## src/hdl/bloom_filter_fnv1a_core_defines.svh

```systemverilog
// Assertion macros shared by the bloom filter RTL.
`ifndef BLOOM_FILTER_FNV1A_CORE_DEFINES_SVH
`define BLOOM_FILTER_FNV1A_CORE_DEFINES_SVH

// Implication or expression that must hold on every clock outside reset.
`define BFNV_ASSERT(lbl, prop, msg) \
	lbl: assert property (@(posedge clk) disable iff (!arst_n) prop) \
		else $error(msg);

// Condition that must never be seen outside reset.
`define BFNV_NEVER(lbl, expr, msg) \
	lbl: assert property (@(posedge clk) disable iff (!arst_n) !(expr)) \
		else $error(msg);

`endif

```

## src/hdl/bfnv_pkg.sv

```systemverilog
// Shared constants and types for the bloom filter core.
package bfnv_pkg;

	parameter int HASH_W     = 64;
	parameter int BYTE_W     = 8;
	parameter int HC_W       = 5;
	parameter int BC_W       = 17;
	parameter int CFG_IDX_W  = 2;
	parameter int CFG_DATA_W = 17;

	// 64-bit FNV prime is 2^40 + 0x1b3
	parameter int FNV_SHIFT = 40;
	parameter int FNV_LO_W  = 9;
	parameter logic [FNV_LO_W-1:0] FNV_PRIME_LO = 9'h1b3;

	parameter logic [CFG_IDX_W-1:0] REG_HASH_COUNT = 2'd0;
	parameter logic [CFG_IDX_W-1:0] REG_BIT_COUNT  = 2'd1;

	parameter logic [HC_W-1:0] HASH_COUNT_RST = 5'd7;
	parameter logic [BC_W-1:0] BIT_COUNT_RST  = 17'd65536;

	typedef struct packed {
		logic rd_en;
		logic wr_en;
	} bm_cmd_t;

	typedef struct packed {
		logic busy;
		logic done;
	} mod_stat_t;

endpackage

```

## src/hdl/bfnv_mod_unit.sv

```systemverilog
// Bit-serial restoring remainder: 64-bit hash modulo the filter size.
`include "bloom_filter_fnv1a_core_defines.svh"

module bfnv_mod_unit #(
	parameter  int MAX_BITS = 65536,
	localparam int BW = $clog2(MAX_BITS + 1),
	localparam int PW = $clog2(MAX_BITS)
) (
	input  logic                        clk,
	input  logic                        arst_n,
	input  logic                        start,
	input  logic [bfnv_pkg::HASH_W-1:0] dividend,
	input  logic [BW-1:0]               divisor,
	output logic [PW-1:0]               rem,
	output bfnv_pkg::mod_stat_t         stat
);
	import bfnv_pkg::*;

	localparam int CNT_W = $clog2(HASH_W);

	logic [HASH_W-1:0] div_q;
	logic [BW-1:0]     rem_q;
	logic [BW-1:0]     m_q;
	logic [CNT_W-1:0]  cnt_q;
	logic              busy_q;
	logic              done_q;
	logic [BW:0]       sh;
	logic [BW:0]       diff;
	logic              ge;

	assign sh   = {rem_q, div_q[HASH_W-1]};
	assign diff = sh - {1'b0, m_q};
	assign ge   = sh >= {1'b0, m_q};

	always_ff @(posedge clk or negedge arst_n) begin
		if (!arst_n) begin
			busy_q <= 1'b0;
			done_q <= 1'b0;
			cnt_q  <= '0;
		end else begin
			done_q <= 1'b0;
			if (start) begin
				busy_q <= 1'b1;
				cnt_q  <= CNT_W'(HASH_W - 1);
			end else if (busy_q) begin
				cnt_q <= cnt_q - 1'b1;
				if (cnt_q == '0) begin
					busy_q <= 1'b0;
					done_q <= 1'b1;
				end
			end
		end
	end

	// one dividend bit per cycle, msb first
	always_ff @(posedge clk) begin
		if (start) begin
			div_q <= dividend;
			rem_q <= '0;
			m_q   <= divisor;
		end else if (busy_q) begin
			div_q <= div_q << 1;
			rem_q <= ge ? diff[BW-1:0] : sh[BW-1:0];
		end
	end

	assign rem       = rem_q[PW-1:0];
	assign stat.busy = busy_q;
	assign stat.done = done_q;

	`BFNV_ASSERT(a_rem_below_m, done_q |-> (rem_q < m_q), "remainder not below divisor")

endmodule

```

## config.mk

```make
export PLATFORM = sky130hd
export DESIGN_NAME = bfnv_mod_unit
export DESIGN_NICKNAME = d
export VERILOG_FILES = /design/src/hdl/bfnv_pkg.sv /design/src/hdl/bfnv_mod_unit.sv
export VERILOG_INCLUDE_DIRS = /design/src /design/src/hdl
export SDC_FILE = /design/constraint.sdc
export NUM_CORES = 1
export LEC_CHECK = 0
export BUFFER_PORTS_ARGS = -buffer_cell sky130_fd_sc_hd__buf_2
export CAP_MARGIN = 5
export CELL_PAD_IN_SITES_DETAIL_PLACEMENT = 1
export CELL_PAD_IN_SITES_GLOBAL_PLACEMENT = 2
export CORE_MARGIN = 4
export CORE_UTILIZATION = 40
export DETAILED_ROUTE_END_ITERATION = 10
export MAX_ROUTING_LAYER = met4
export PLACE_DENSITY = 0.9
export SLEW_MARGIN = 30
export SYNTH_ARGS = -nofsm -noshare
export SYNTH_HDL_FRONTEND = slang
export SYNTH_SLANG_ARGS = --single-unit
```

## constraint.sdc

```tcl
create_clock -name clk -period 8.19 [get_ports clk]
set_clock_uncertainty 0.05 [all_clocks]
set_input_delay 0 -clock clk [delete_from_list [all_inputs] [get_ports clk]]
set_output_delay 0 -clock clk [all_outputs]
set_load 0.01 [all_outputs]
```

Word-level counts from Yosys, hierarchy flattened:

Cells that the tools add are included.

* register bits after elaboration: 106
* input port bits: 84
* output and inout port bits: 18
* logic and storage cells: 22

* add/subtract/negate cells: 2
* order comparisons: 1
* multiplexer cells: 11
* reductions and logical operators: 2

Operators with widths (count)
* 2-to-1 mux 64 bit: 2
* >= comparator 18 x 17 -> 1 bit: 1
* 2-to-1 mux 17 bit: 1
* subtractor 17 bit: 1
* 2-to-1 mux 6 bit: 2
* zero test 6 bit: 1
* 2-to-1 mux 1 bit: 6
* subtractor 6 x 1 -> 6 bit, second input constant: 1
* nonzero test 2 bit: 1

Logic depth before layout (Yosys ltp):

* word-level depth: 4
* depth in mapped cells: 12
* mapped depth without buffers: 11

Worst setup path after synthesis:

OpenSTA, ideal clock, no wires.

* path kind: flip-flop to flip-flop
* from: reg div_q[63]
* to: reg rem_q[0]
* setup time: 0.086 ns
* arrival: 2.495 ns
* data required time: 8.054 ns
* setup slack: 5.560 ns
* cell stages (with the launch flop): 12
* path buffers: 0
* clock period less this slack: 2.630 ns
* cell sequence: edfxtp_1 inv_1 ha_1 inv_1 fa_1 a21o_1 a221oi_2 o21ai_1 and2_1 a31oi_4 mux2_2 a211oi_1

* word-level cells in the longest chain between the ends: 2
* elaborated cells between the ends (all ways): 3
* classes of those cells: add/sub: 1; order compare: 1; mux: 1

Ends and longest elaborated chain
* from (decl): line bfnv_mod_unit.sv:21 `logic [HASH_W-1:0] div_q;`
* from (signal assigned): line bfnv_mod_unit.sv:58 `div_q <= dividend;`
* from (signal assigned): line bfnv_mod_unit.sv:62 `div_q <= div_q << 1;`
* subtractor 17 bit or >= comparator 18 x 17 -> 1 bit (tied branches): line bfnv_mod_unit.sv:32, bfnv_mod_unit.sv:33
* 2-to-1 mux 17 bit (*): line bfnv_mod_unit.sv:63 `rem_q <= ge ? diff[BW-1:0] : sh[BW-1:0];`
* to (signal assigned): line bfnv_mod_unit.sv:63
* to (decl): line bfnv_mod_unit.sv:22 `logic [BW-1:0] rem_q;`

Every way passes the cells marked *; elsewhere a longest branch is shown, timed or not.
A chain may end at the register's enable or synchronous reset.

Worst setup path after layout:

Ends and elaborated chain as after synthesis.

==> summary.txt <==
Timing
  • Final Slew Violations: 0
  • Time the worst path needs with I/O delays and setup: 3320 ps
  • RSZ-0062 raised after global routing: no
  • Setup TNS: 0 ps
  • Hold Vio Cnt, Final: 0
  • Upper clock frequency limit: 0.302 GHz
  • Transition time at the pin with the least slew margin: 858 ps
  • Max-slew headroom at the worst pin: 0.428
  • Post-route clock period utilization: 0.405
  • Setup violators final: 0
  • Final worst setup slack: 4870 ps

Detailed routing
  • WL/cell: 19.0 um
  • ANT nets after route: 0
  • Total wire length after detailed routing: 14,400 um
  • DRC violation count after routing: 0
  • Total number of vias: 3,809
  • Drt first pass iters: 4
  • Post-detailed-route via-to-cell ratio: 5.03
  • Initial detailed-routing violation count: 162

Finish
  • P&R area growth vs syn: 32.0%
  • Antenna diodes: 0
  • Total non-filler cell area in the finished layout: 7050 um2
  • Nets@finish: 685
  • Fraction of final layout cells with drive strength greater than 1: 0.326

Worst setup path
  • Sum of buffers and inverters on the critical path: 2
  • Cell seen most often among critical-path stages: inv_1
  • Worst path top cell family by delay: compound AO/OA/AOI/OAI gates
  • Crit path max fanout: 21
  • Cells along the critical path: inv_1, ha_1, inv_1, fa_1, a21o_1, a221oi_2, o21ai_1, and2_1, a31oi_4, mux2_2, a211oi_1
  • Nature of the critical path endpoint: flop
  • Crit path DAT: 3540 ps
  • Required time at the worst-slack endpoint: 8410 ps
  • Max stage delay cell, worst path: a31oi_4
  • Kind of critical path: flop to flop
  • Critical Path Max Stage Delay: 610 ps
  • Critical path startpoint category: flop

Floorplan
  • Placement Rows: 41
  • Die span in x: 124 um
  • Starting Density: 0.416
  • Floorplan core area: 12,800 um2
  • Y dimension of the die: 124 um
  • Die Outline Area: 15,300 um2
  • Top-level I/O count: 102

Synthesis
  • Number of warnings issued by yosys: 0
  • Register bit total from synthesis: 106
  • Number of standard cells after synthesis: 414
  • Number of synthesized flops with an enable pin: 81
  • Post-synthesis instance area: 5340 um2
  • Yosys cell types: 49
  • Prevailing post-synth register cell: edfxtp_1
  • Asr flop ratio synth: 0.0755
  • Post-Synthesis Net Count: 518
  • Fraction of the yosys area taken by sequential cells: 0.557
  • Average cell area after synthesis: 12.9 um2

GRT
  • Leftover overflow at the end of global routing: 0
  • Antenna violations before repair: 0
  • Largest net degree at the start of global routing: 81
  • Number of global-route vias before repair: 4,255
  • Overall track demand over capacity in global routing: 0.209
  • Global-route wire length before repair: 23,200 um

Placed design
  • Instance area at placement: 5880 um2
  • Half-perimeter wire length after placement: 8060 um
  • Placement Setup Slack: 4860 ps
  • Buffers added on ports: 101
  • Placer's final routability congestion estimate: 0.846

Outcome
  • Outcome: completed

Pwr
  • Total power divided by cell area: 192 nW/um2
  • Worst IR drop on VDD: 0.123 mV
  • Leakage component of the power: 3.00 nW

CTS
  • Hold buffer count at CTS: 84
  • Number of buffers inserted to repair setup after CTS: 0
  • TritonCTS clock tree: built
  • TritonCTS buffer count: 9
  • Clock slew at the register clock pins of the worst setup and hold paths: 70 ps
  • H-Tree Depth: 3
  • Worst-case clock buffer depth: 2
  • Total clock sinks: 106
  • Resize count post-CTS: 0
  • Clk Latency, worst-skew pair: 370 ps
  • CTS Root Buffer Type: clkbuf_16

Min path
  • Class of the worst hold path: input pin to flop

Flow run
  • Max-capacitance violation count: 0
## cell usage in the layout, fill, tap and decap left out, drive strengths merged, types with 3 or more instances in the layout
| master | synthesis | final |
|---|---|---|
| xnor2 | 8 | 8 |
| clkbuf | 13 | 9 |
| dfrtp | 8 | 8 |
| a32oi | 5 | 5 |
| o21ai | 15 | 15 |
| a21o | 4 | 4 |
| inv | 23 | 27 |
| o211ai | 3 | 3 |
| a21oi | 18 | 18 |
| ha | 19 | 19 |
| nand2 | 18 | 18 |
| edfxtp | 81 | 81 |
| a211oi | 9 | 9 |
| mux2i | 10 | 10 |
| nand4 | 3 | 3 |
| mux2 | 64 | 64 |
| nand2b | 11 | 11 |
| dlygate4sd3 | 0 | 84 |
| xor2 | 8 | 8 |
| dfxtp | 17 | 17 |
| nor2 | 20 | 20 |
| nor3 | 5 | 5 |
| and2 | 5 | 5 |
| buf | 20 | 105 |
## synthesized netlist by cell type (all sizes together) (2+ instances only)
cell type  count  share of area
a21o           4         0.0056
and2           5         0.0059
nor4           2         0.0035
a21oi         18          0.018
xnor2          8          0.013
and3           2         0.0023
dfrtp          8          0.038
nor4b          2         0.0033
nand2b        11          0.013
edfxtp        81           0.46
nor3b          2         0.0028
o21a           2         0.0028
nor2          20          0.014
a31oi          2         0.0052
nor3           5         0.0047
dfxtp         17          0.064
o211ai         3         0.0042
clkbuf        13         0.0091
mux2i         10          0.019
nand4          3         0.0035
o21ai         15          0.014
inv           23          0.016
mux2          64           0.14
nand2         18          0.013
a32oi          5         0.0082
buf           20          0.030
a211oi         9          0.013
ha            19          0.045
xor2           8          0.013
## state kept, by name, summed over array words and instances (netlist names)
register,flops
busy_q,1
rem_q,17
cnt_q,6
done_q,1
div_q,64
m_q,17
## path summary, 6_finish.rpt
kind | start | end | slack, ps | cells past startpoint
min | divisor[15] | m_q[15] | 300 | 2
max in group asynchronous | arst_n | busy_q | 7250 | 3
max | div_q[63] | rem_q[0] | 4870 | 11
min in group asynchronous | arst_n | cnt_q[2] | 570 | 3
min reg2reg | rem_q[2] | rem_q[2] | 450 | 2
max reg2reg | div_q[63] | rem_q[0] | 4870 | 11
## through the flow
stage / power (mW) / util / instances / hold slack, ps
floorplan: 0.805 / - / 414 / -346
global placement: 0.851 / 0.459 / 658 / -198
detailed placement: 0.859 / 0.459 / 658 / -196
CTS: 1.35 / 0.549 / 758 / 289
global route: 1.42 / 0.549 / 758 / 293
finish: 1.35 / 0.549 / 758 / 301
## area by class of cell
class	instances	area, um2
well taps	172	215
multi-input cells	252	2070
clock buffers	9	225
inverters	23	86.3
flip-flops and latches	106	2970
clock inverters	7	92.6
repair buffers	189	1380
fillers	1319	5780
## logic make-up (layout without fill, tap and decap cells)
kind of cell,count (synthesis),count (layout),share of synthesized area
flops,106,106,0.557
simple gates,76,76,0.0743
mux,74,74,0.154
compound gates,66,66,0.0856
buf+inv,56,228,0.0549
fa+ha+maj,20,20,0.0483
xor+xnor,16,16,0.0263
## metal layers
layer | GRT usage | vias to the layer above | wire length (um)
met5 | - | - | 0
met4 | 0.0436 | 0 | 152
met3 | 0.0531 | 11 | 659
met2 | 0.360 | 88 | 7450
met1 | 0.250 | 1868 | 6110
li1 | - | 1842 | -
## report_power, final
| group | total, mW | internal, mW | switching, mW |
|---|---|---|---|
| Combinational | 0.232 | 0.123 | 0.108 |
| Sequential | 0.657 | 0.632 | 0.0243 |
| Clock | 0.465 | 0.246 | 0.219 |
| Total | 1.35 | 1.00 | 0.351 |
No activity file was read; power rests on OpenSTA's default activity.
