--- config.mk ---
export PLATFORM = sky130hd
export DESIGN_NAME = bfnv_fnv_step
export DESIGN_NICKNAME = d
export VERILOG_FILES = /design/src/hdl/bloom_filter_fnv1a_core_defines.svh /design/src/hdl/bfnv_pkg.sv /design/src/hdl/bfnv_fnv_step.sv
export SDC_FILE = /design/constraint.sdc
export NUM_CORES = 1
export LEC_CHECK = 0
export BUFFER_PORTS_ARGS = -buffer_cell sky130_fd_sc_hd__clkbuf_2
export CELL_PAD_IN_SITES_DETAIL_PLACEMENT = 1
export CELL_PAD_IN_SITES_GLOBAL_PLACEMENT = 2
export CORE_MARGIN = 2
export CORE_UTILIZATION = 41
export CTS_BUF_LIST = sky130_fd_sc_hd__clkbuf_4
export DETAILED_ROUTE_END_ITERATION = 6
export PLACE_DENSITY = 0.91
export SLEW_MARGIN = 10
export SYNTH_ARGS = -nofsm -noshare
export SYNTH_HDL_FRONTEND = slang
export SYNTH_SLANG_ARGS = --single-unit
--- constraint.sdc ---
create_clock -name clk -period 7.1 [get_ports clk]
set_input_delay 1.42 -clock clk [delete_from_list [all_inputs] [get_ports clk]]
set_output_delay 1.42 -clock clk [all_outputs]
set_load 0.02 [all_outputs]
--- src/hdl/bloom_filter_fnv1a_core_defines.svh ---
// Assertion macros shared by the bloom filter RTL.
`ifndef BLOOM_FILTER_FNV1A_CORE_DEFINES_SVH
`define BLOOM_FILTER_FNV1A_CORE_DEFINES_SVH

// Implication or expression that must hold on every clock outside reset.
`define BFNV_ASSERT(lbl, prop, msg) \
	lbl: assert property (@(posedge clk) disable iff (!arst_n) prop) \
		else $error(msg);

// Condition that must never be seen outside reset.
`define BFNV_NEVER(lbl, expr, msg) \
	lbl: assert property (@(posedge clk) disable iff (!arst_n) !(expr)) \
		else $error(msg);

`endif

--- src/hdl/bfnv_pkg.sv ---
// Shared constants and types for the bloom filter core.
package bfnv_pkg;

	parameter int HASH_W     = 64;
	parameter int BYTE_W     = 8;
	parameter int HC_W       = 5;
	parameter int BC_W       = 17;
	parameter int CFG_IDX_W  = 2;
	parameter int CFG_DATA_W = 17;

	// 64-bit FNV prime is 2^40 + 0x1b3
	parameter int FNV_SHIFT = 40;
	parameter int FNV_LO_W  = 9;
	parameter logic [FNV_LO_W-1:0] FNV_PRIME_LO = 9'h1b3;

	parameter logic [CFG_IDX_W-1:0] REG_HASH_COUNT = 2'd0;
	parameter logic [CFG_IDX_W-1:0] REG_BIT_COUNT  = 2'd1;

	parameter logic [HC_W-1:0] HASH_COUNT_RST = 5'd7;
	parameter logic [BC_W-1:0] BIT_COUNT_RST  = 17'd65536;

	typedef struct packed {
		logic rd_en;
		logic wr_en;
	} bm_cmd_t;

	typedef struct packed {
		logic busy;
		logic done;
	} mod_stat_t;

endpackage

--- src/hdl/bfnv_fnv_step.sv ---
// Shared FNV-1a round: xor a byte into a hash, multiply by the 64-bit prime.
module bfnv_fnv_step (
	input  logic                           clk,
	input  logic                           en,
	input  logic [bfnv_pkg::HASH_W-1:0]    operand,
	input  logic [bfnv_pkg::BYTE_W-1:0]    key_byte,
	output logic [bfnv_pkg::HASH_W-1:0]    result
);
	import bfnv_pkg::*;

	localparam int HI_W = HASH_W - FNV_SHIFT;

	logic [HASH_W-1:0] x;
	logic [HASH_W-1:0] mul_s1;
	logic [HI_W-1:0]   hi_s1;

	assign x = operand ^ {{(HASH_W-BYTE_W){1'b0}}, key_byte};

	// low part of the prime in one narrow multiply, the 2^40 term by shift
	always_ff @(posedge clk) begin
		if (en) begin
			mul_s1 <= x * {{(HASH_W-FNV_LO_W){1'b0}}, FNV_PRIME_LO};
			hi_s1  <= x[HI_W-1:0];
		end
	end

	assign result = mul_s1 + {hi_s1, {FNV_SHIFT{1'b0}}};

endmodule

== Word level (Yosys, flattened, before mapping) ==
Index checks and enable logic that the tools add are counted.

* Bits in latches: 0
* Memory bits (read-only): 0
* Memories: 0
* Memory bits (writable): 0
* Output and inout bits: 64
* Input bits: 74
* Register bits: 88

* Add/sub/neg operators: 1
* Order comparisons: 0
* Bitwise gates (word level): 1
* Multiply operators: 1
* Div/mod/pow operators: 0
* Muxes and demuxes: 0
* Eq/ne operators: 0
* Reduce and logical (&&, ||, !) cells: 0
* Shift operators: 0

{| class="wikitable"
|+ Operators with widths
! operator !! count
|-
| $add A64 B64 Y64 || 1
|-
| $mul A64 B9 Y64 const B || 1
|-
| $xor A64 B8 Y64 || 1
|}

== Depth between registers and ports, before layout ==
Gate-level depths: netlist of run 1.

* Word-level depth: 2
* Depth in mapped cells: 20
* Mapped depth without buffers: 20

== Least setup slack after synthesis of run 1 ==
OpenSTA, ideal clock, no wires.

* Kind: input port to flip-flop
* Start point: input key_byte[1] in the netlist's numbering
* End point: register mul_s1[56] (data pin)
* Cell stages on the path: 20
* Library setup time: 0.259 ns
* Setup slack: 0.910 ns
* Data required time: 6.841 ns
* Arrival time: 5.931 ns
* Path through: xor2_1 > ha_1 > xor2_1 > ha_1 > or2_2 > fa_1 > inv_1 > fa_1 > inv_1 > ha_1 > o211ai_1 > or4_1 > a2bb2oi_2 > nand3_4 > a21oi_4 > o2111ai_4 > a41oi_2 > a21boi_2 > nor4b_1 > a211o_1

* Longest elaborated chain between the ends: 2

{| class="wikitable"
|+ Ends and longest elaborated chain
! what !! line !! source
|-
| start, declared || bfnv_fnv_step.sv:6 || <nowiki>input logic [bfnv_pkg::BYTE_W-1:0] key_byte,</nowiki>
|-
| $xor A64 B8 Y64 || bfnv_fnv_step.sv:17 || <nowiki>assign x = operand ^ {{(HASH_W-BYTE_W){1'b0}}, key_byte};</nowiki>
|-
| $mul A64 B9 Y64 || bfnv_fnv_step.sv:22 || <nowiki>mul_s1 <= x * {{(HASH_W-FNV_LO_W){1'b0}}, FNV_PRIME_LO};</nowiki>
|-
| end signal, assigned || bfnv_fnv_step.sv:22 ||
|-
| end, declared || bfnv_fnv_step.sv:14 || <nowiki>logic [HASH_W-1:0] mul_s1;</nowiki>
|}

No other way between the ends.
A chain may end at the register's enable or synchronous reset.

== Worst setup path in the final report of run 1 ==
* Start point: input key_byte[1] in the netlist's numbering
* End point: register mul_s1[56] (data pin)

* Longest elaborated chain between the ends: 2

{| class="wikitable"
|+ Ends and longest elaborated chain
! what !! line !! source
|-
| $xor A64 B8 Y64 || bfnv_fnv_step.sv:17 ||
|-
| via x[1] || bfnv_fnv_step.sv:13 || <nowiki>logic [HASH_W-1:0] x;</nowiki>
|-
| $mul A64 B9 Y64 || bfnv_fnv_step.sv:22 ||
|}

The timed path passes the listed nets, and every way through them passes these cells.

==> out/results.tsv, run 1 <==
metric	value	unit
status	finished clean	
viasPerCell	5.169	
grt_util_all_layers	21.85	%
cp_max_fo	6	
cp_cell_sequence	clkbuf_2, xor2_1, ha_1, xor2_1, ha_1, or2_2, fa_1, inv_1, fa_1, inv_1, ha_1, o211ai_1, or4_1, a2bb2oi_2, nand3_4, a21oi_4, o2111ai_4, a41oi_2, a21boi_2, nor4b_1, a211o_1	
crit_arrival	6690	ps
yosysMostFrequentCell	inv_1	
drc	0	
slew_headroom	42.23	%
ant_nets	0	
antenna_found_initial	1	
num_io_pins	138	
clk_path_buf_depth	2	
totalWireLength	37570	µm
start_util	41.38	%
coreArea	34370	µm²
crit_buf_inv	3	
cts_tree	yes	
cts-resized-gates	0	
io_buffer_count	137	
period_needed	6416	ps
ys_ff_latch	87	
dp_hpwl	33240	µm
critPathLaunchType	primary input	
grt_max_degree	64	
finalSetupViolCount	0	
synth.avg_cell_area	10.18	µm²
vias	10080	
drt-initial-drc-count	454	
die_h	190.3	µm
synth_cells	1397	
place_congestion	0.9175	
slew_viol_final	0	
fin_nets	1940	
ys_warn_count	0	
num-fill-cells	3943	
maxCapViolCount	0	
cts.sinks	87	
setup_tns	0	ps
synth-edff-count	87	
cts_max_level	3	
dpl_worst_slack	180.9	ps
area_growth	7.443	%
critical_path.max_stage_delay	550	ps
fmax	155.9	MHz
worstHoldPathType	primary input to flop	
dieArea	36200	µm²
multi_input_area	10100	µm²
drive_gt1_share	12.18	%
overflow	0	
seq_area	2613	µm²
synth_top_area_share	29.56	%
grt_pass1_vias	11350	
path_class	primary input to flop	
synth_ff_type	edfxtp_1	
path_clk_slew	170	ps
postLayoutSetupSlackWorst	684.5	ps
post_cts_buffers	0	
worstPathRequired	7380	ps
avgRoutedWirePerCell	19.27	µm
synthTopCellsByCount	inv_1 (297), fa_1 (210), ha_1 (167)	
yosysSeqAreaShare	18.37	%
critPathMostFrequentCell	ha_1	
grt_pass1_wl	60910	µm
fin_crit_sh	90.36	%
syn_area	14220	µm²
cp-end-kind	flop	
cts-root-buf	clkbuf_4	
synth_area_leaders	fa_1 (30%), edfxtp_1 (18%), ha_1 (15%), inv_1 (7.8%), xor2_1 (3.7%)	
rsz0062_at_grt	no	
cpMaxStageDelayCell	or4_1	
ys_async_sr_fraction	0	%
syn_nets	1848	
synth_top_cell_by_area	fa_1	
critPathTopFamily	adder cells	
rows	68	
ys_types	63	
final-hold-violation-count	0	
worst_pin_slew	866.5	ps
cts-hold-fix-buffers	0	
die_w	190.3	µm
first_pass_iters	5	
cts_buffers	9	
[per-layer routing]
metal  up-vias  part of all wire [%]  global-route usage [%]  wire (µm)
met5         -                     0                       0          0
met4         0                   2.4                   6.142        918
met3        46                   3.1                   2.116       1178
met2       188                    49                   38.50      18500
met1      5122                    45                   28.66      16970
li1       4723                     -                       -          -
[worst paths after layout]
kind / to / start / cells past startpoint
setup / recovery: mul_s1[56] / key_byte[1] / 21
hold / removal: hi_s1[22] / operand[22] / 1
[cells by family (layout without fill, tap and decap cells)]
logic type                 Yosys count  after routing  synth area share, %
xor gates and xnor gates           119            119                7.328
DFF                                 87             87                18.37
muxes                                1              1              0.07038
other                                0              1                    0
adders and majority gates          377            377                44.25
buffers and inverters              359            456                10.61
and+or+nand+nor                    202            202                7.100
AOI/OAI and AO/OA                  252            252                12.27
[layout make-up]
| cell class | count | share of cell area, % |
|---|---|---|
| Antenna cell | 1 | 0.01638 |
| Clock buffer | 9 | 0.4422 |
| Clock inverter | 7 | 0.5240 |
| Inverter | 297 | 7.296 |
| Multi-Input combinational cell | 951 | 66.10 |
| Sequential cell | 87 | 17.10 |
| Tap cell | 455 | 3.726 |
| Timing Repair Buffer | 143 | 4.798 |
[state kept, by name (all words and copies together), names as in the netlist]
name and cells:
mul_s1 64, hi_s1 23
[placed cells by master (no fill, tap or decap), drive strengths merged, types with 3 or more instances in the layout]
cell	n
and3	12
a211o	4
nor2	46
xnor2	59
nand3b	4
fa	210
o211ai	9
o21bai	14
nor3	13
a221oi	5
and4	3
nand2b	7
clkbuf	145
or2	3
a21boi	4
inv	300
nand3	23
nand2	55
edfxtp	87
nor2b	12
nand4	13
buf	7
a41oi	3
and2	4
o21a	11
a21oi	76
ha	167
o21ai	38
xor2	60
a31oi	13
a21o	57
[through the flow]
step | instance area, µm² | utilization, % | instances | hold WS (ps)
finish | 15280 | 44.46 | 1950 | 1169
global route | 15280 | 44.46 | 1950 | 1129
CTS | 15280 | 44.45 | 1949 | 1142
detailed placement | 15130 | 44.02 | 1933 | 1687
global placement | 15130 | 44.02 | 1933 | 1683
floorplan | 14220 | - | 1397 | 1519
Power of run 1 is left out: the tool's default activity adds up to more than one toggle a clock period on the data nets, which glitch-free logic cannot reach.
==> run 2: changes to the inputs <==
Settings changed: ABC_AREA set to 1, CAP_MARGIN set to 40, CORE_UTILIZATION 41 to 37, PLACE_DENSITY 0.91 to 0.9.
==> run 2 against run 1 <==
Against the previous run:
- setup slack better by 800 ps
- flip-flop and latch count stayed put
- hold slack lost 29 ps
- critical path depth fell by 1
- sequential share of layout area decreased by 2.5 points
- global-route usage is 1.8 points higher
- wire length rose by 44%
- synthesized cell count increased by 56%
==> out/results.tsv, run 2 <==
metric	value	unit	change
status	finished clean		
final_cell_mix	nand2_1 (591), inv_1 (585), fa_1 (210)		
cp-end-kind	flop		
yosysMostFrequentCell	nand2_1		
synth_cells	2182		+56%
synthTopCellsByCount	nand2_1 (591), inv_1 (585), fa_1 (210)		
worstHoldPathType	primary input to flop		
rows	77		+13%
top_regs	mul_s1: 64 flops, hi_s1: 23 flops		
largest_reg_flops	64		unchanged
synth-edff-count	87		unchanged
die_h	215.9	µm	+13%
finalSetupViolCount	0		unchanged
critPathTopFamily	adder cells		
ys_async_sr_fraction	0	%	unchanged
rsz0062_at_grt	no		
vias	13780		+37%
num-fill-cells	5616		+42%
slew_viol_final	0		unchanged
post_cts_buffers	0		unchanged
regMostFlops	mul_s1		
place_congestion	0.9729		+6.0%
layout_commonest_cell	nand2_1		
ys_warn_count	0		unchanged
dp_hpwl	49530	µm	+49%
num_io_pins	138		unchanged
coreArea	44320	µm²	+29%
critPathLaunchType	primary input		
cp_cell_sequence	clkbuf_2, xor2_1, ha_1, xor2_1, ha_1, or2_2, fa_1, inv_1, fa_1, inv_1, ha_1, nand2_2, nor2_1, nand3_1, nand2_2, nand2_1, nand2_2, nand2_1, nand2_1, xor2_1		
cts.sinks	87		unchanged
dp_cells	2872		+49%
clk_path_buf_depth	2		unchanged
drt-initial-drc-count	608		+34%
die_w	215.9	µm	+13%
synth_top_area_share	25.30	%	-4.3 points
start_util	37.49	%	-3.9 points
dieArea	46620	µm²	+29%
fin_crit_sh	79.08	%	-11 points
finalNonFillerCells	2888		+48%
worst_pin_slew	783.6	ps	-82.93 ps
ys_types	39		-38%
grt_pass1_vias	14840		+31%
cp_max_fo	5		-1
crit_buf_inv	3		unchanged
fin_nets	2742		+41%
slew_headroom	47.76	%	+5.5 points
fmax	178.1	MHz	+14%
overflow	0		unchanged
cts-hold-fix-buffers	0		unchanged
cts_max_level	3		unchanged
synth.avg_cell_area	7.614	µm²	-25%
ant_nets	0		unchanged
syn_area	16610	µm²	+17%
cts-resized-gates	0		unchanged
viasPerCell	4.771		-7.7%
place_area	17750	µm²	+17%
grt_util_all_layers	23.70	%	+1.8 points
cts_buffers	9		unchanged
io_buffer_count	137		unchanged
drc	0		unchanged
totalWireLength	53960	µm	+44%
path_clk_slew	150	ps	-20 ps
setup_tns	0	ps	unchanged
cpMaxStageDelayCell	fa_1		
syn_nets	2633		+42%
yosysSeqAreaShare	15.72	%	-2.6 points
antenna_found_initial	1		unchanged
grt_max_degree	52		-19%
critical_path.max_stage_delay	520	ps	-30 ps
first_pass_iters	5		unchanged
drive_gt1_share	9.760	%	-2.4 points
postLayoutCoreUtil	40.33	%	-4.1 points
path_class	primary input to flop		
avgRoutedWirePerCell	18.68	µm	-3.0%
synth_top_cell_by_area	fa_1		
area_growth	7.583	%	
period_needed	5614	ps	-801.1 ps
cts-root-buf	clkbuf_4		
synth_area_leaders	fa_1 (25%), edfxtp_1 (16%), nand2_1 (13%), inv_1 (13%), ha_1 (13%)		
grt_pass1_wl	84290	µm	+38%
crit_arrival	5910	ps	-780 ps
maxCapViolCount	0		unchanged
final-hold-violation-count	0		unchanged
postLayoutCellArea	17870	µm²	+17%
synth_ff_type	edfxtp_1		
cts_tree	yes		
worstPathRequired	7390	ps	about the same
ys_ff_latch	87		unchanged
-- run 2: final timing paths --
path                      to         from  cells after the start  slack [ps]
setup / recovery  mul_s1[32]  key_byte[1]                     20        1490
hold / removal     hi_s1[12]  operand[12]                      1        1140
-- run 2: cells by family (layout without fill, tap and decap cells) --
group | count (synthesis) | in the layout | synth area share (%)
buffers and inverters | 632 | 745 | 15.18
xor gates and xnor gates | 89 | 89 | 4.692
other | 0 | 1 | 0
adders and majority gates | 377 | 377 | 37.88
and+or+nand+nor | 872 | 872 | 22.33
DFF | 87 | 87 | 15.72
AOI/OAI and AO/OA | 125 | 125 | 4.195
-- run 2: area by class of cell --
cell class                 instances  area (µm²)  share of cell area [%]
antenna                            1       2.502                 0.01400
clock buffer                       9       67.56                  0.3780
clock inverter                     6       50.05                  0.2800
inverter                         591        2218                   12.41
multi-input combinational       1463       11480                   64.22
sequential                        87        2613                   14.62
tap                              592       740.7                   4.144
timing repair buffer             139       703.2                   3.934
-- run 2: per-layer routing --
| layer | track usage, % | wire length [µm] |
|---|---|---|
| met1 | 32.52 | 25310 |
| met2 | 40.31 | 25820 |
| met3 | 2.001 | 1525 |
| met4 | 6.096 | 1311 |
| met5 | 0 | 0 |
-- run 2: metrics by stage --
step                      hold WS, ps  setup WS (ps)
final                            1140           1486
after CTS                        1074           1569
after global routing             1108           1392
after global placement           1670           1092
after floorplan                  1519           1971
after detailed placement         1685          979.6
Power of run 2 is left out for the same reason.
==> run 3: changes to the inputs <==
Settings changed: CORE_UTILIZATION 37 to 34, PLACE_DENSITY 0.9 to 0.87.
Clock period 7.1 ns to 4.7 ns, I/O delays scaled along.
==> run 3 against run 2 <==
Against the previous run:
- via count is 8.7% higher
- flip-flop and latch count stayed put
- non-clock buffer count is 330 higher
- sequential share of layout area is 1.9 points lower
- critical path depth is 1 higher
- final cell count is 13% higher
- setup slack worse by 1400 ps
- highest routed layer unchanged
==> out/results.tsv, run 3 (synthesized netlist as in run 2, its figures left out) <==
metric	value	unit	change
io_buffer_count	137		unchanged
avgRoutedWirePerCell	18.32	µm	-2.0%
drt-initial-drc-count	558		-8.2%
first_pass_iters	4		-1
clk_path_buf_depth	2		unchanged
vias	14980		+8.7%
critPathMostFrequentCell	nand2_1		
cpMaxStageDelayCell	fa_1		
path_class	primary input to flop		
cts-hold-fix-buffers	0		unchanged
drc	0		unchanged
dieArea	50650	µm²	+8.7%
layout_commonest_cell	nand2_1		
worst_pin_slew	399.4	ps	-384.2 ps
overflow	0		unchanged
worstHoldPathType	primary input to flop		
crit_buf_inv	4		+1
finalSetupViolCount	0		unchanged
antenna_found_initial	1		unchanged
dp_hpwl	55060	µm	+11%
ant_nets	0		unchanged
hold_ws	711.7	ps	-428.4 ps
endpoint	mul_s1[61]		
drive_gt1_share	21.93	%	+12 points
grt_max_degree	43		-17%
path_clk_slew	180	ps	+30 ps
grt_pass1_wl	92460	µm	+9.7%
cts-root-buf	clkbuf_4		
cts.sinks	87		unchanged
coreArea	48550	µm²	+9.5%
fin_nets	3072		+12%
final_cell_mix	nand2_1 (588), inv_1 (585), buf_4 (332)		
start_util	34.23	%	-3.3 points
cts_buffers	9		unchanged
place_congestion	0.9745		+0.16%
crit_arrival	4900	ps	-1010 ps
final-hold-violation-count	0		unchanged
cts_max_level	3		unchanged
num-fill-cells	6089		+8.4%
viasPerCell	4.611		-3.3%
fin_crit_sh	97.18	%	
worstPathRequired	5030	ps	-2360 ps
die_h	225.1	µm	+4.2%
path_depth	21		+5.0%
maxCapViolCount	0		unchanged
cts_tree	yes		
cp_max_fo	4		-1
slew_headroom	73.37	%	+26 points
largest_reg_flops	64		unchanged
period_needed	4568	ps	
fmax	218.9	MHz	
critPathTopFamily	adder cells		
status	finished clean		
grt_util_all_layers	23.99	%	+0.30 points
rows	81		+5.2%
top_regs	mul_s1: 64 flops, hi_s1: 23 flops		
totalWireLength	59520	µm	+10%
cp-end-kind	flop		
num_io_pins	138		unchanged
critPathLaunchType	primary input		
die_w	225.1	µm	+4.2%
area_growth	23.96	%	
cp-startpoint	key_byte[1]		
grt_pass1_vias	16640		+12%
cp_cell_sequence	clkbuf_2, xor2_2, buf_4, ha_1, xor2_1, ha_1, or2_2, fa_1, inv_1, fa_1, inv_1, ha_4, nand2_1, nor2_4, nand3_1, nand3b_1, nand2_1, nand2_1, nand2_1, nand3_1, nand2_1		
regMostFlops	mul_s1		
critical_path.max_stage_delay	510	ps	about the same
slew_viol_final	0		unchanged
rsz0062_at_grt	yes		
## run 3: cell types whose count changed in the layout (fill, tap and decap cells not counted), moves of 2 or more
cell       before  now
nor2_4          2    5
xor2_2          0    7
nand2_2        21   24
inv_6           3    1
xor2_1         75   68
nand2_1       591  588
nor2_2         23   21
bufinv_16       0    2
buf_4           3  332
ha_1          167  165
a21oi_2         0    6
a21oi_1        72   66
## run 3: how the worst min path moves through the flow
stage / startpoint / endpoint / slack, ps / cells after the start
2_1_floorplan: operand[10] / hi_s1[10] / 1040 / 0
3_3_place_gp: operand[12] / hi_s1[12] / 1290 / 2
3_5_place_dp: operand[12] / hi_s1[12] / 1290 / 2
4_1_cts: operand[12] / hi_s1[12] / 680 / 2
5_1_grt: operand[12] / hi_s1[12] / 700 / 2
6_report: operand[13] / hi_s1[13] / 710 / 2
## run 3: cell type report
| type | count | area [µm²] | area share (%) |
|---|---|---|---|
| Clock buffer | 10 | 75.07 | 0.3645 |
| Timing Repair Buffer | 469 | 3201 | 15.54 |
| Inverter | 591 | 2218 | 10.77 |
| Clock inverter | 6 | 92.59 | 0.4495 |
| Sequential cell | 87 | 2613 | 12.68 |
| Tap cell | 622 | 778.2 | 3.779 |
| Antenna cell | 1 | 2.502 | 0.01215 |
| Multi-Input combinational cell | 1463 | 11620 | 56.40 |
## run 3: stage by stage
step | util (%) | cell area (µm²) | worst slack [ps] | instances | setup TNS (ps)
2_1_floorplan | - | 16610 | 51.36 | 2182 | 0
3_3_place_gp | 41.69 | 20240 | -539.7 | 3228 | -16460
3_5_place_dp | 41.75 | 20270 | -632.0 | 3229 | -20800
4_1_cts | 42.12 | 20450 | 13.80 | 3245 | 0
5_1_grt | 42.43 | 20600 | -29.69 | 3249 | -43.02
6_report | 42.43 | 20600 | 132.4 | 3249 | 0
## run 3: repair_timing
action,in CTS,in global routing
endpoints found under the setup margin,3,28
gates resized for setup,2,24
pin swaps,0,3
buffers inserted,0,3
hold endpoints to repair,0,0
## run 3: routing by layer
layer	share of wire (%)	wire, µm	vias to the layer above	track usage (%)
li1	-	-	7374	-
met1	46	27410	7364	31.20
met2	49	29390	184	42.70
met3	1.6	981	59	1.239
met4	2.9	1737	0	7.755
met5	0	0	-	0
Power of run 3 is left out for the same reason.
